**src/tpcfp_pkg.sv**
```systemverilog
// ----------------------------------------------------------------------------
// tpcfp_pkg
// Types and constants shared by the calibration lanes, packer and top level.
// ----------------------------------------------------------------------------
package tpcfp_pkg;

   localparam int RAW_W      = 10;
   localparam int CAL_W      = 20;
   localparam int CSR_IDX_W  = 3;
   localparam int PAIR_W     = 2;
   localparam int PAIR_COUNT = 4;
   localparam int VALUE_W    = 10;
   localparam int DEN_W      = 14;
   localparam int REM_W      = 24;
   localparam int DIV_STEPS  = 10;
   // Lane depth: operand stage, numerator stage, one stage per quotient bit.
   localparam int LANE_DEPTH = DIV_STEPS + 2;

   localparam logic [CAL_W-1:0]   CAL_RESET = 20'd944230;
   localparam logic [VALUE_W-1:0] VALUE_MAX = 10'd1023;
   localparam logic [PAIR_W-1:0]  SYNC_PAIR = 2'd0;

   typedef struct packed {
      logic [PAIR_W-1:0] pair_index;
      logic [RAW_W-1:0]  raw_first;
      logic [RAW_W-1:0]  raw_second;
      logic              event_active;
   } req_type;

   typedef struct packed {
      logic [7:0] frame_byte_zero;
      logic [6:0] frame_byte_one;
      logic [6:0] frame_byte_two;
   } rsp_type;

   typedef struct packed {
      logic             present;
      logic [RAW_W-1:0] lo;
      logic [RAW_W-1:0] hi;
      logic [RAW_W-1:0] raw;
   } lane_in_type;

   typedef struct packed {
      logic               valid;
      logic [PAIR_W-1:0]  pair_index;
      logic               event_active;
      logic [VALUE_W-1:0] value_first;
      logic [VALUE_W-1:0] value_second;
   } pack_in_type;

endpackage

```
**src/tpcfp_lane.sv**
```systemverilog
// ----------------------------------------------------------------------------
// tpcfp_lane
// One calibration lane: two-point map of a raw count through a pipelined
// restoring divider, one quotient bit per stage, clamped to 0..1023.
// ----------------------------------------------------------------------------
module tpcfp_lane
   import tpcfp_pkg::*;
(
   input  logic               clock,
   input  logic               advance,
   input  lane_in_type        lane_in,
   output logic [VALUE_W-1:0] value
);

   // Operand stage.
   logic                      s1_present_ff;
   logic                      s1_dz_ff;
   logic                      s1_gt_ff;
   logic [RAW_W-1:0]          s1_ad_ff;
   logic signed [RAW_W:0]     s1_ts_ff;

   logic signed [RAW_W:0]     d_in;
   logic signed [RAW_W:0]     t_in;
   logic signed [RAW_W:0]     d_abs_in;
   logic signed [RAW_W:0]     ts_in;

   always_comb begin
      d_in     = $signed({1'b0, lane_in.hi}) - $signed({1'b0, lane_in.lo});
      t_in     = $signed({1'b0, lane_in.raw}) - $signed({1'b0, lane_in.lo});
      d_abs_in = d_in[RAW_W] ? -d_in : d_in;
      ts_in    = d_in[RAW_W] ? -t_in : t_in;
   end

   always_ff @(posedge clock) begin
      if (advance) begin
         s1_present_ff <= lane_in.present;
         s1_dz_ff      <= (d_in == '0);
         s1_gt_ff      <= (lane_in.raw > lane_in.lo);
         s1_ad_ff      <= d_abs_in[RAW_W-1:0];
         s1_ts_ff      <= ts_in;
      end
   end

   // Numerator, denominator and the clamp decision.
   logic [REM_W:0]   num_in;
   logic [DEN_W-1:0] den_in;
   logic             num_neg_in;
   logic             num_big_in;
   logic             fixed_in;
   logic             fmax_in;

   always_comb begin
      num_in     = {5'b0, s1_ad_ff, 10'b0} + {s1_ts_ff[RAW_W], s1_ts_ff, 13'b0};
      den_in     = {1'b0, s1_ad_ff, 3'b0} + {3'b0, s1_ad_ff, 1'b0};
      num_neg_in = num_in[REM_W];
      num_big_in = !num_neg_in && (num_in[REM_W-1:0] >= {den_in, 10'b0});
      fixed_in   = !s1_present_ff || s1_dz_ff || num_neg_in || num_big_in;
      fmax_in    = s1_present_ff && (s1_dz_ff ? s1_gt_ff : num_big_in);
   end

   // Divider stages; entry 0 is the numerator stage.
   logic [REM_W-1:0]   rem_ff   [0:DIV_STEPS];
   logic [DEN_W-1:0]   den_ff   [0:DIV_STEPS];
   logic [VALUE_W-1:0] quo_ff   [0:DIV_STEPS];
   logic               fixed_ff [0:DIV_STEPS];
   logic               fmax_ff  [0:DIV_STEPS];

   always_ff @(posedge clock) begin
      if (advance) begin
         rem_ff[0]   <= num_in[REM_W-1:0];
         den_ff[0]   <= den_in;
         quo_ff[0]   <= '0;
         fixed_ff[0] <= fixed_in;
         fmax_ff[0]  <= fmax_in;
      end
   end

   for (genvar k = 0; k < DIV_STEPS; k++) begin : g_step
      localparam int BIT = DIV_STEPS - 1 - k;

      logic [REM_W-1:0]   sub_in;
      logic               take_in;
      logic [VALUE_W-1:0] quo_in;

      always_comb begin
         sub_in  = {{(REM_W-DEN_W){1'b0}}, den_ff[k]} << BIT;
         take_in = (rem_ff[k] >= sub_in);
         quo_in  = quo_ff[k];
         quo_in[BIT] = take_in;
      end

      always_ff @(posedge clock) begin
         if (advance) begin
            rem_ff[k+1]   <= take_in ? (rem_ff[k] - sub_in) : rem_ff[k];
            den_ff[k+1]   <= den_ff[k];
            quo_ff[k+1]   <= quo_in;
            fixed_ff[k+1] <= fixed_ff[k];
            fmax_ff[k+1]  <= fmax_ff[k];
         end
      end
   end

   assign value = fixed_ff[DIV_STEPS]
                ? (fmax_ff[DIV_STEPS] ? VALUE_MAX : '0)
                : quo_ff[DIV_STEPS];

endmodule

```
**src/tpcfp_pack.sv**
```systemverilog
// ----------------------------------------------------------------------------
// tpcfp_pack
// Merges the two lane values into the three-byte frame and holds the result
// register of the response channel.
// ----------------------------------------------------------------------------
module tpcfp_pack
   import tpcfp_pkg::*;
(
   input  logic        clock,
   input  logic        reset,
   input  logic        advance,
   input  pack_in_type pack_in,
   output logic        rsp_valid,
   output rsp_type     rsp_data
);

   logic    rsp_valid_ff;
   rsp_type rsp_data_ff;
   rsp_type rsp_data_in;

   always_comb begin
      rsp_data_in.frame_byte_zero = {(pack_in.pair_index == SYNC_PAIR),
                                     pack_in.value_first[6:0]};
      rsp_data_in.frame_byte_one  = pack_in.value_second[6:0];
      // The event bit only rides along with pairs zero and one.
      rsp_data_in.frame_byte_two  = {pack_in.value_first[9:7],
                                     pack_in.value_second[9:7],
                                     !pack_in.pair_index[1] && pack_in.event_active};
   end

   always_ff @(posedge clock) begin
      if (reset) begin
         rsp_valid_ff <= 1'b0;
      end else if (advance) begin
         rsp_valid_ff <= pack_in.valid;
      end
   end

   always_ff @(posedge clock) begin
      if (advance) begin
         rsp_data_ff <= rsp_data_in;
      end
   end

   assign rsp_valid = rsp_valid_ff;
   assign rsp_data  = rsp_data_ff;

endmodule

```
**src/two_point_calibrate_and_frame_pack.sv**
```systemverilog
// ----------------------------------------------------------------------------
// two_point_calibrate_and_frame_pack
// Two-point calibration of a channel pair and packing into a 3-byte frame.
// ----------------------------------------------------------------------------
// Each request carries a pair index and two raw 10-bit counts; both counts are
// calibrated in parallel lanes as floor((1024*d + 8192*(x-lo)) / (10*d)) with
// d = hi - lo, exact and clamped to 0..1023, and merged into one response of
// an 8-bit and two 7-bit bytes (sync bit on byte zero for pair zero, event on
// byte two for pairs zero and one). The block accepts one request every clock
// cycle unless rsp_stall holds a response; a response passes through the
// operand and numerator registers, the ten-stage restoring divider in each
// lane and the output register. While a response waits on rsp_stall the whole
// pipeline holds, so req_stall is high exactly when rsp_valid and rsp_stall are
// both high. The user must write calibration registers through the csr port
// only while the block is idle (not enforced). They reset to lo 102, hi 922.
// Channels at or above CHANNEL_COUNT calibrate to zero and ignore writes.
// ----------------------------------------------------------------------------
module two_point_calibrate_and_frame_pack
   import tpcfp_pkg::*;
#(
   parameter int CHANNEL_COUNT = 8
)(
   input  logic                 clock,
   input  logic                 reset,
   input  logic                 req_valid,
   output logic                 req_stall,
   input  req_type              req_data,
   output logic                 rsp_valid,
   input  logic                 rsp_stall,
   output rsp_type              rsp_data,
   input  logic                 csr_write,
   input  logic [CSR_IDX_W-1:0] csr_index,
   input  logic [CAL_W-1:0]     csr_data
);

   localparam logic [CSR_IDX_W:0] CH_LIMIT = (CSR_IDX_W+1)'(CHANNEL_COUNT);

   // The pipeline moves as a whole unless a finished response is held back.
   logic advance;
   assign advance   = !rsp_valid || !rsp_stall;
   assign req_stall = !advance;

   // Calibration registers, split by even and odd channel so that each lane
   // reads its own bank.
   logic [CAL_W-1:0] cal_even_ff [0:PAIR_COUNT-1];
   logic [CAL_W-1:0] cal_odd_ff  [0:PAIR_COUNT-1];
   logic             csr_hit;

   assign csr_hit = csr_write && ({1'b0, csr_index} < CH_LIMIT);

   always_ff @(posedge clock) begin
      if (reset) begin
         for (int p = 0; p < PAIR_COUNT; p++) begin
            cal_even_ff[p] <= CAL_RESET;
            cal_odd_ff[p]  <= CAL_RESET;
         end
      end else if (csr_hit) begin
         if (csr_index[0]) begin
            cal_odd_ff[csr_index[CSR_IDX_W-1:1]]  <= csr_data;
         end else begin
            cal_even_ff[csr_index[CSR_IDX_W-1:1]] <= csr_data;
         end
      end
   end

   // Lane operands for the request at the input.
   lane_in_type lane_first_in;
   lane_in_type lane_second_in;
   logic [CAL_W-1:0] cal_first;
   logic [CAL_W-1:0] cal_second;

   always_comb begin
      cal_first  = cal_even_ff[req_data.pair_index];
      cal_second = cal_odd_ff[req_data.pair_index];

      lane_first_in.present  = ({1'b0, req_data.pair_index, 1'b0} < CH_LIMIT);
      lane_first_in.lo       = cal_first[RAW_W-1:0];
      lane_first_in.hi       = cal_first[CAL_W-1:RAW_W];
      lane_first_in.raw      = req_data.raw_first;

      lane_second_in.present = ({1'b0, req_data.pair_index, 1'b1} < CH_LIMIT);
      lane_second_in.lo      = cal_second[RAW_W-1:0];
      lane_second_in.hi      = cal_second[CAL_W-1:RAW_W];
      lane_second_in.raw     = req_data.raw_second;
   end

   logic [VALUE_W-1:0] value_first;
   logic [VALUE_W-1:0] value_second;

   tpcfp_lane u_lane_first (
      .clock   (clock),
      .advance (advance),
      .lane_in (lane_first_in),
      .value   (value_first)
   );

   tpcfp_lane u_lane_second (
      .clock   (clock),
      .advance (advance),
      .lane_in (lane_second_in),
      .value   (value_second)
   );

   // Valid bits and the frame sideband travel alongside the lanes.
   logic              vld_ff   [0:LANE_DEPTH-1];
   logic [PAIR_W-1:0] pair_ff  [0:LANE_DEPTH-1];
   logic              event_ff [0:LANE_DEPTH-1];

   always_ff @(posedge clock) begin
      if (reset) begin
         for (int s = 0; s < LANE_DEPTH; s++) begin
            vld_ff[s] <= 1'b0;
         end
      end else if (advance) begin
         vld_ff[0] <= req_valid;
         for (int s = 1; s < LANE_DEPTH; s++) begin
            vld_ff[s] <= vld_ff[s-1];
         end
      end
   end

   always_ff @(posedge clock) begin
      if (advance) begin
         pair_ff[0]  <= req_data.pair_index;
         event_ff[0] <= req_data.event_active;
         for (int s = 1; s < LANE_DEPTH; s++) begin
            pair_ff[s]  <= pair_ff[s-1];
            event_ff[s] <= event_ff[s-1];
         end
      end
   end

   pack_in_type pack_in;

   always_comb begin
      pack_in.valid        = vld_ff[LANE_DEPTH-1];
      pack_in.pair_index   = pair_ff[LANE_DEPTH-1];
      pack_in.event_active = event_ff[LANE_DEPTH-1];
      pack_in.value_first  = value_first;
      pack_in.value_second = value_second;
   end

   tpcfp_pack u_pack (
      .clock     (clock),
      .reset     (reset),
      .advance   (advance),
      .pack_in   (pack_in),
      .rsp_valid (rsp_valid),
      .rsp_data  (rsp_data)
   );

endmodule

```
**config.mk**
```make
export PLATFORM = sky130hd
export DESIGN_NAME = two_point_calibrate_and_frame_pack
export DESIGN_NICKNAME = d
export VERILOG_FILES = /design/src/tpcfp_pkg.sv /design/src/tpcfp_lane.sv /design/src/tpcfp_pack.sv /design/src/two_point_calibrate_and_frame_pack.sv
export SDC_FILE = /design/constraint.sdc
export NUM_CORES = 2
export LEC_CHECK = 0
export CORE_MARGIN = 2
export CORE_UTILIZATION = 40
export DETAILED_ROUTE_END_ITERATION = 12
export DONT_BUFFER_PORTS = 1
export PLACE_DENSITY = 0.64
export SLEW_MARGIN = 25
export SYNTH_ARGS = -nofsm -noshare
export SYNTH_HDL_FRONTEND = slang
export SYNTH_SLANG_ARGS = --single-unit
```
**constraint.sdc**
```tcl
create_clock -name clock -period 34.9 [get_ports clock]
set_input_delay 5.235 -clock clock [delete_from_list [all_inputs] [get_ports clock]]
set_output_delay 5.235 -clock clock [all_outputs]
set_load 0.05 [all_outputs]
```
# [Word level (Yosys, flattened, before mapping)]
# Memory sizes are Yosys's and may differ from the RTL's. A register that Yosys moved wholly into a read port is not among the register bits.
# Cells that the tools add are included.
[word_totals] regBits=68 ramBits=1308 inputBits=51 out_inout_bits=24 mem_count=15
[mem_list] name="u_lane_first.rem_ff" words=11 word_bits=24 read_ports=10 rd_ports_with_merged_regs=0 write_ports=11 line="tpcfp_lane.sv:62" rtl="logic [REM_W-1:0] rem_ff [0:DIV_STEPS];"
[mem_list] name="u_lane_second.rem_ff" words=11 word_bits=24 read_ports=10 rd_ports_with_merged_regs=0 write_ports=11 line="tpcfp_lane.sv:62"
[mem_list] name="u_lane_first.den_ff" words=11 word_bits=14 read_ports=10 rd_ports_with_merged_regs=0 write_ports=11 line="tpcfp_lane.sv:63" rtl="logic [DEN_W-1:0] den_ff [0:DIV_STEPS];"
[mem_list] name="u_lane_second.den_ff" words=11 word_bits=14 read_ports=10 rd_ports_with_merged_regs=0 write_ports=11 line="tpcfp_lane.sv:63"
[mem_list] name="u_lane_first.quo_ff" words=11 word_bits=10 read_ports=11 rd_ports_with_merged_regs=0 write_ports=11 line="tpcfp_lane.sv:64" rtl="logic [VALUE_W-1:0] quo_ff [0:DIV_STEPS];"
[mem_list] name="u_lane_second.quo_ff" words=11 word_bits=10 read_ports=11 rd_ports_with_merged_regs=0 write_ports=11 line="tpcfp_lane.sv:64"
[mem_list] name="9 more memories"
[op_classes] n_addsub=32 magnitude_cmp=24 n_mux=62 n_bitwise=12 reduce_logical=19
[ops] op="24-bit two-way mux" count=20
[ops] op="10-bit two-way mux" count=6
[ops] op="21-bit by 24-bit adder with 25-bit output" count=2
[ops] op="24-bit by 14-bit >= comparator with 1-bit output" count=2
[ops] op="24-bit by 15-bit >= comparator with 1-bit output" count=2
[ops] op="24-bit by 16-bit >= comparator with 1-bit output" count=2
[ops] op="24-bit by 17-bit >= comparator with 1-bit output" count=2
[ops] op="24-bit by 18-bit >= comparator with 1-bit output" count=2
[ops] op="24-bit by 19-bit >= comparator with 1-bit output" count=2
[ops] op="24-bit by 20-bit >= comparator with 1-bit output" count=2
[ops] op="24-bit by 21-bit >= comparator with 1-bit output" count=2
[ops] op="24-bit by 22-bit >= comparator with 1-bit output" count=2
[ops] op="24-bit by 23-bit >= comparator with 1-bit output" count=2
[ops] op="24-bit >= comparator" count=2
[ops] op="24-bit by 14-bit subtractor with 24-bit output" count=2
[ops] op="24-bit by 15-bit subtractor with 24-bit output" count=2
[ops] op="24-bit by 16-bit subtractor with 24-bit output" count=2
[ops] op="24-bit by 17-bit subtractor with 24-bit output" count=2
[ops] op="24-bit by 18-bit subtractor with 24-bit output" count=2
[ops] op="24-bit by 19-bit subtractor with 24-bit output" count=2
[ops] op="24-bit by 20-bit subtractor with 24-bit output" count=2
[ops] op="24-bit by 21-bit subtractor with 24-bit output" count=2
[ops] op="24-bit by 22-bit subtractor with 24-bit output" count=2
[ops] op="24-bit by 23-bit subtractor with 24-bit output" count=2
[ops] op="other kinds (16)" count=79

# [Longest topological paths before layout]
[depth] ltp_word=6 mapped_depth=18 ltp_nobuf=18

# [By module]
# Synthesis repeated with hierarchy kept, for this count alone.
[unflattened] hier_cells=4459 hier_area_um2=54259.5
[modules_own_cells] module="tpcfp_lane at u_lane_second" instances=1 cells_each=1992 area_each_um2=22784.4
[modules_own_cells] module="tpcfp_lane at u_lane_first" instances=1 cells_each=1921 area_each_um2=22346.4
[modules_own_cells] module="two_point_calibrate_and_frame_pack" instances=1 cells_each=519 area_each_um2=8424.3
[modules_own_cells] module="tpcfp_pack" instances=1 cells_each=27 area_each_um2=704.4

# [Worst setup path after synthesis]
# Ideal clock, no wire load.
[synth_path] kind="input to output" start="input rsp_stall" end="output req_stall" arrival_ns=29.785 t_required_ns=29.665 slack_ns=-0.120 cell_stages=2 n_path_buf=0 cell_sequence="nand2_1 inv_1"
[synth_via] elab_chain_cells=3
[synth_lines] item="start: declaration" line="two_point_calibrate_and_frame_pack.sv:29" rtl="input logic rsp_stall,"
[synth_lines] item="1-bit logical NOT" line="two_point_calibrate_and_frame_pack.sv:40" rtl="assign advance = !rsp_valid || !rsp_stall;"
[synth_lines] item="1-bit logical OR" line="two_point_calibrate_and_frame_pack.sv:40"
[synth_lines] item="1-bit logical NOT" line="two_point_calibrate_and_frame_pack.sv:41" rtl="assign req_stall = !advance;"
[synth_lines] item="end: declaration" line="two_point_calibrate_and_frame_pack.sv:26" rtl="output logic req_stall,"
# Every way passes these cells.

# [Worst setup path in the final report]
# Same ends and word-level chain as after synthesis.

==> flow_metrics.env <==
export IMPL_outcome="complete, no violations"
export IMPL_ys_dominant_reg_cell="edfxtp_1"
export IMPL_detailroute_via_count=32161
export IMPL_floorplan_die_width_um=371
export IMPL_count_of_flip_flops_with_a_built_in_enable_after_synthesis=1038
export IMPL_drtPass1Iterations=7
export IMPL_holdCritStartpoint="u_lane_first.quo_ff[5][9]$_DFFE_PN_"
export IMPL_post_synth_inst_count=4396
export IMPL_timing_critical_path_cells="nand2_8, inv_1"
export IMPL_final_max_slew_viol_count=0
export IMPL_postRouteAntennaNets=0
export IMPL_hold_depth=0
export IMPL_worst_setup_hold_path_clk_slew_ps=60
export IMPL_worst_setup_path_end_kind="primary output"
export IMPL_critical_path_slowest_cell="inv_1"
export IMPL_layout_min_cycle_time_ps=11440
export IMPL_drt_wl_total_um=96000
export IMPL_tightest_slew_ps=1000
export IMPL_vias_in_the_first_global_route=32311
export IMPL_critical_path_max_stage_delay_ps=620
export IMPL_cts_repair_timing_setup_buffer_count=0
export IMPL_timing_worst_setup_path_type="input port to primary output"
export IMPL_syn_num_nets=4825
export IMPL_grt_total_usage=0.139
export IMPL_die_h_um=371
export IMPL_design_portCount=75
export IMPL_crit_fanout=102
export IMPL_viasPerCell=5.10
export IMPL_unrepaired_setup_endpoints_after_global_routing="no"
export IMPL_route_detailed_drc=0
export IMPL_worst_r2r_startpoint="u_lane_first.den_ff[5][3]$_DFFE_PN_"
export IMPL_setup_worst_path_start_class="input port"
export IMPL_cts_made_buffers=108
export IMPL_drt_iter0_drc=2081
export IMPL_grt_overflow_total=0
export IMPL_postCtsHoldBufs=0
export IMPL_synth_sequential_area_ratio=0.578
export IMPL_async_reset_ff_frac=0
export IMPL_synth_area_sq_um=54000
export IMPL_worstPathArrival_ps=6210
export IMPL_cts_max_level=3
export IMPL_synth_warning_count=0
export IMPL_initial_utilization=0.404
export IMPL_hold_path_class="register to register"
export IMPL_timing_final_crit_share=0.328
export IMPL_r2r_end="u_lane_first.rem_ff[6][18]$_DFFE_PN_"
export IMPL_critPathTopFamily="buffers and inverters"
export IMPL_synth_seq_cells=1039
export IMPL_fp_coreArea_sq_um=134000
export IMPL_hold_fails_final_rpt=0
export IMPL_ctsRootBufferMaster="clkbuf_16"
export IMPL_cts_buffer_depth=3
export IMPL_numPortBuffers=0
export IMPL_routabilityCongestion=0.893
export IMPL_finalClockSkew_ps=41.7
export IMPL_holdPathEnd="u_lane_first.quo_ff[6][9]$_DFFE_PN_"
export IMPL_crit_buf_inv=1
export IMPL_grt_max_degree=205
export IMPL_antenna_violations_before_repair=4
export IMPL_clock_insertion_delay_worst_skew_ps=720
export IMPL_totalNegativeSetupSlack_ps=0
export IMPL_tritoncts="done"
export IMPL_fill_cells=11986
export IMPL_dieArea_sq_um=138000
export IMPL_postCtsResizedCells=0
export IMPL_tritoncts_num_sinks=1039
export IMPL_leading_cell_type_in_the_layout_fill_and_taps_excluded="edfxtp_1"
export IMPL_flow_area_growth_from_synthesis_pct=10.9
export IMPL_finalSetupViolations=0
export IMPL_regToRegSetupSlack_ps=30820
export IMPL_wire_per_inst_um=15.2
export IMPL_final_cell_mix="1038 x edfxtp_1, 428 x inv_1, 354 x ha_1, 274 x nor2_1, 268 x a21oi_1"
export IMPL_fin_nets=4880
export IMPL_drive_above_1_share=0.0734
export IMPL_grt_first_pass_wirelength_um=157000
export IMPL_max_cap_violations=0
export IMPL_fmax_mhz=87.4
export IMPL_required_ps=29660
export IMPL_worst_reg2reg_path_length_in_cells=10
export IMPL_netlist_cell_type_count=77
export IMPL_row_count=134
export IMPL_dp_final_hpwl_um=68000
export IMPL_relSlewSlack=0.331
export IMPL_avgSynthCellArea_sq_um=12.3
==> state kept, by name, indices dropped and copies added (netlist names), 22 cells and up <==
name and cells:
u_pack.rsp_data 22, u_lane_second.quo_ff 55, pair_ff 24, u_lane_first.rem_ff 174
u_lane_first.quo_ff 55, cal_odd_ff 80, u_lane_second.den_ff 128, u_lane_first.den_ff 130
cal_even_ff 80, u_lane_second.rem_ff 176
==> cell usage after synthesis, types with 98 or more instances <==
library cell     n  area share
a21oi_1        268       0.025
ha_1           354       0.082
nor2_1         274       0.019
xnor2_1        189       0.031
nand2_1        229       0.016
edfxtp_1      1038        0.58
nor3_1          98      0.0091
o21ai_0        223       0.021
and2_1         107       0.012
xor2_1         150       0.024
inv_1          428       0.030
a21o_1         104       0.014
==> cell families (layout without fill, tap and decap cells) <==
| family | count (synthesis) | count (layout) | share of synthesized area |
|---|---|---|---|
| flops | 1039 | 1039 | 0.578 |
| fa+ha+maj | 378 | 378 | 0.0910 |
| buf+inv | 507 | 650 | 0.0353 |
| mux | 92 | 92 | 0.0275 |
| compound gates | 900 | 900 | 0.106 |
| xor+xnor | 339 | 339 | 0.0550 |
| simple gates | 1141 | 1141 | 0.108 |
| other cells | 0 | 1 | 0 |
==> layer usage <==
metal  share of wire  wire length [um]  global-route usage  up-vias
met3           0.040              3860              0.0278      210
met4           0.036              3440              0.0527        4
met1            0.42             39900               0.158    15165
li1                -                 -                   -    16226
met2            0.51             48700               0.256      556
met5         0.00029                28                   0        -
==> through the flow <==
| step | util | cells | worst slack (ps) | area [sq um] | hold slack, ps |
|---|---|---|---|---|---|
| finish | 0.448 | 6308 | 23460 | 59900 | 402 |
| global route | 0.448 | 6307 | 23310 | 59900 | 418 |
| CTS | 0.448 | 6305 | 23380 | 59800 | 401 |
| detailed placement | 0.420 | 6107 | 23370 | 56200 | 405 |
| global placement | 0.420 | 6107 | 23400 | 56200 | 402 |
| floorplan | - | 4396 | 10530 | 54000 | 400 |
==> area by class of cell <==
type                       count  area [sq um]  area share
sequential                  1039         31200       0.521
multi-input combinational   2850         21000       0.350
clock buffer                 129          2800      0.0468
tap                         1768          2210      0.0369
inverter                     428          1610      0.0268
clock inverter                69           857      0.0143
timing repair buffer          24           245     0.00410
antenna                        1          2.50   0.0000418
==> worst max path at each step <==
stage / start / endpoint / cells past startpoint
after CTS: rsp_stall / req_stall / 2
after global routing: rsp_stall / req_stall / 2
after floorplan: rsp_stall / req_stall / 2
after global placement: rsp_stall / req_stall / 2
after detailed placement: rsp_stall / req_stall / 2
final: rsp_stall / req_stall / 2
Power is not shown: default switching activity piles up to over one toggle a cycle in this logic, so the estimate is an artifact.
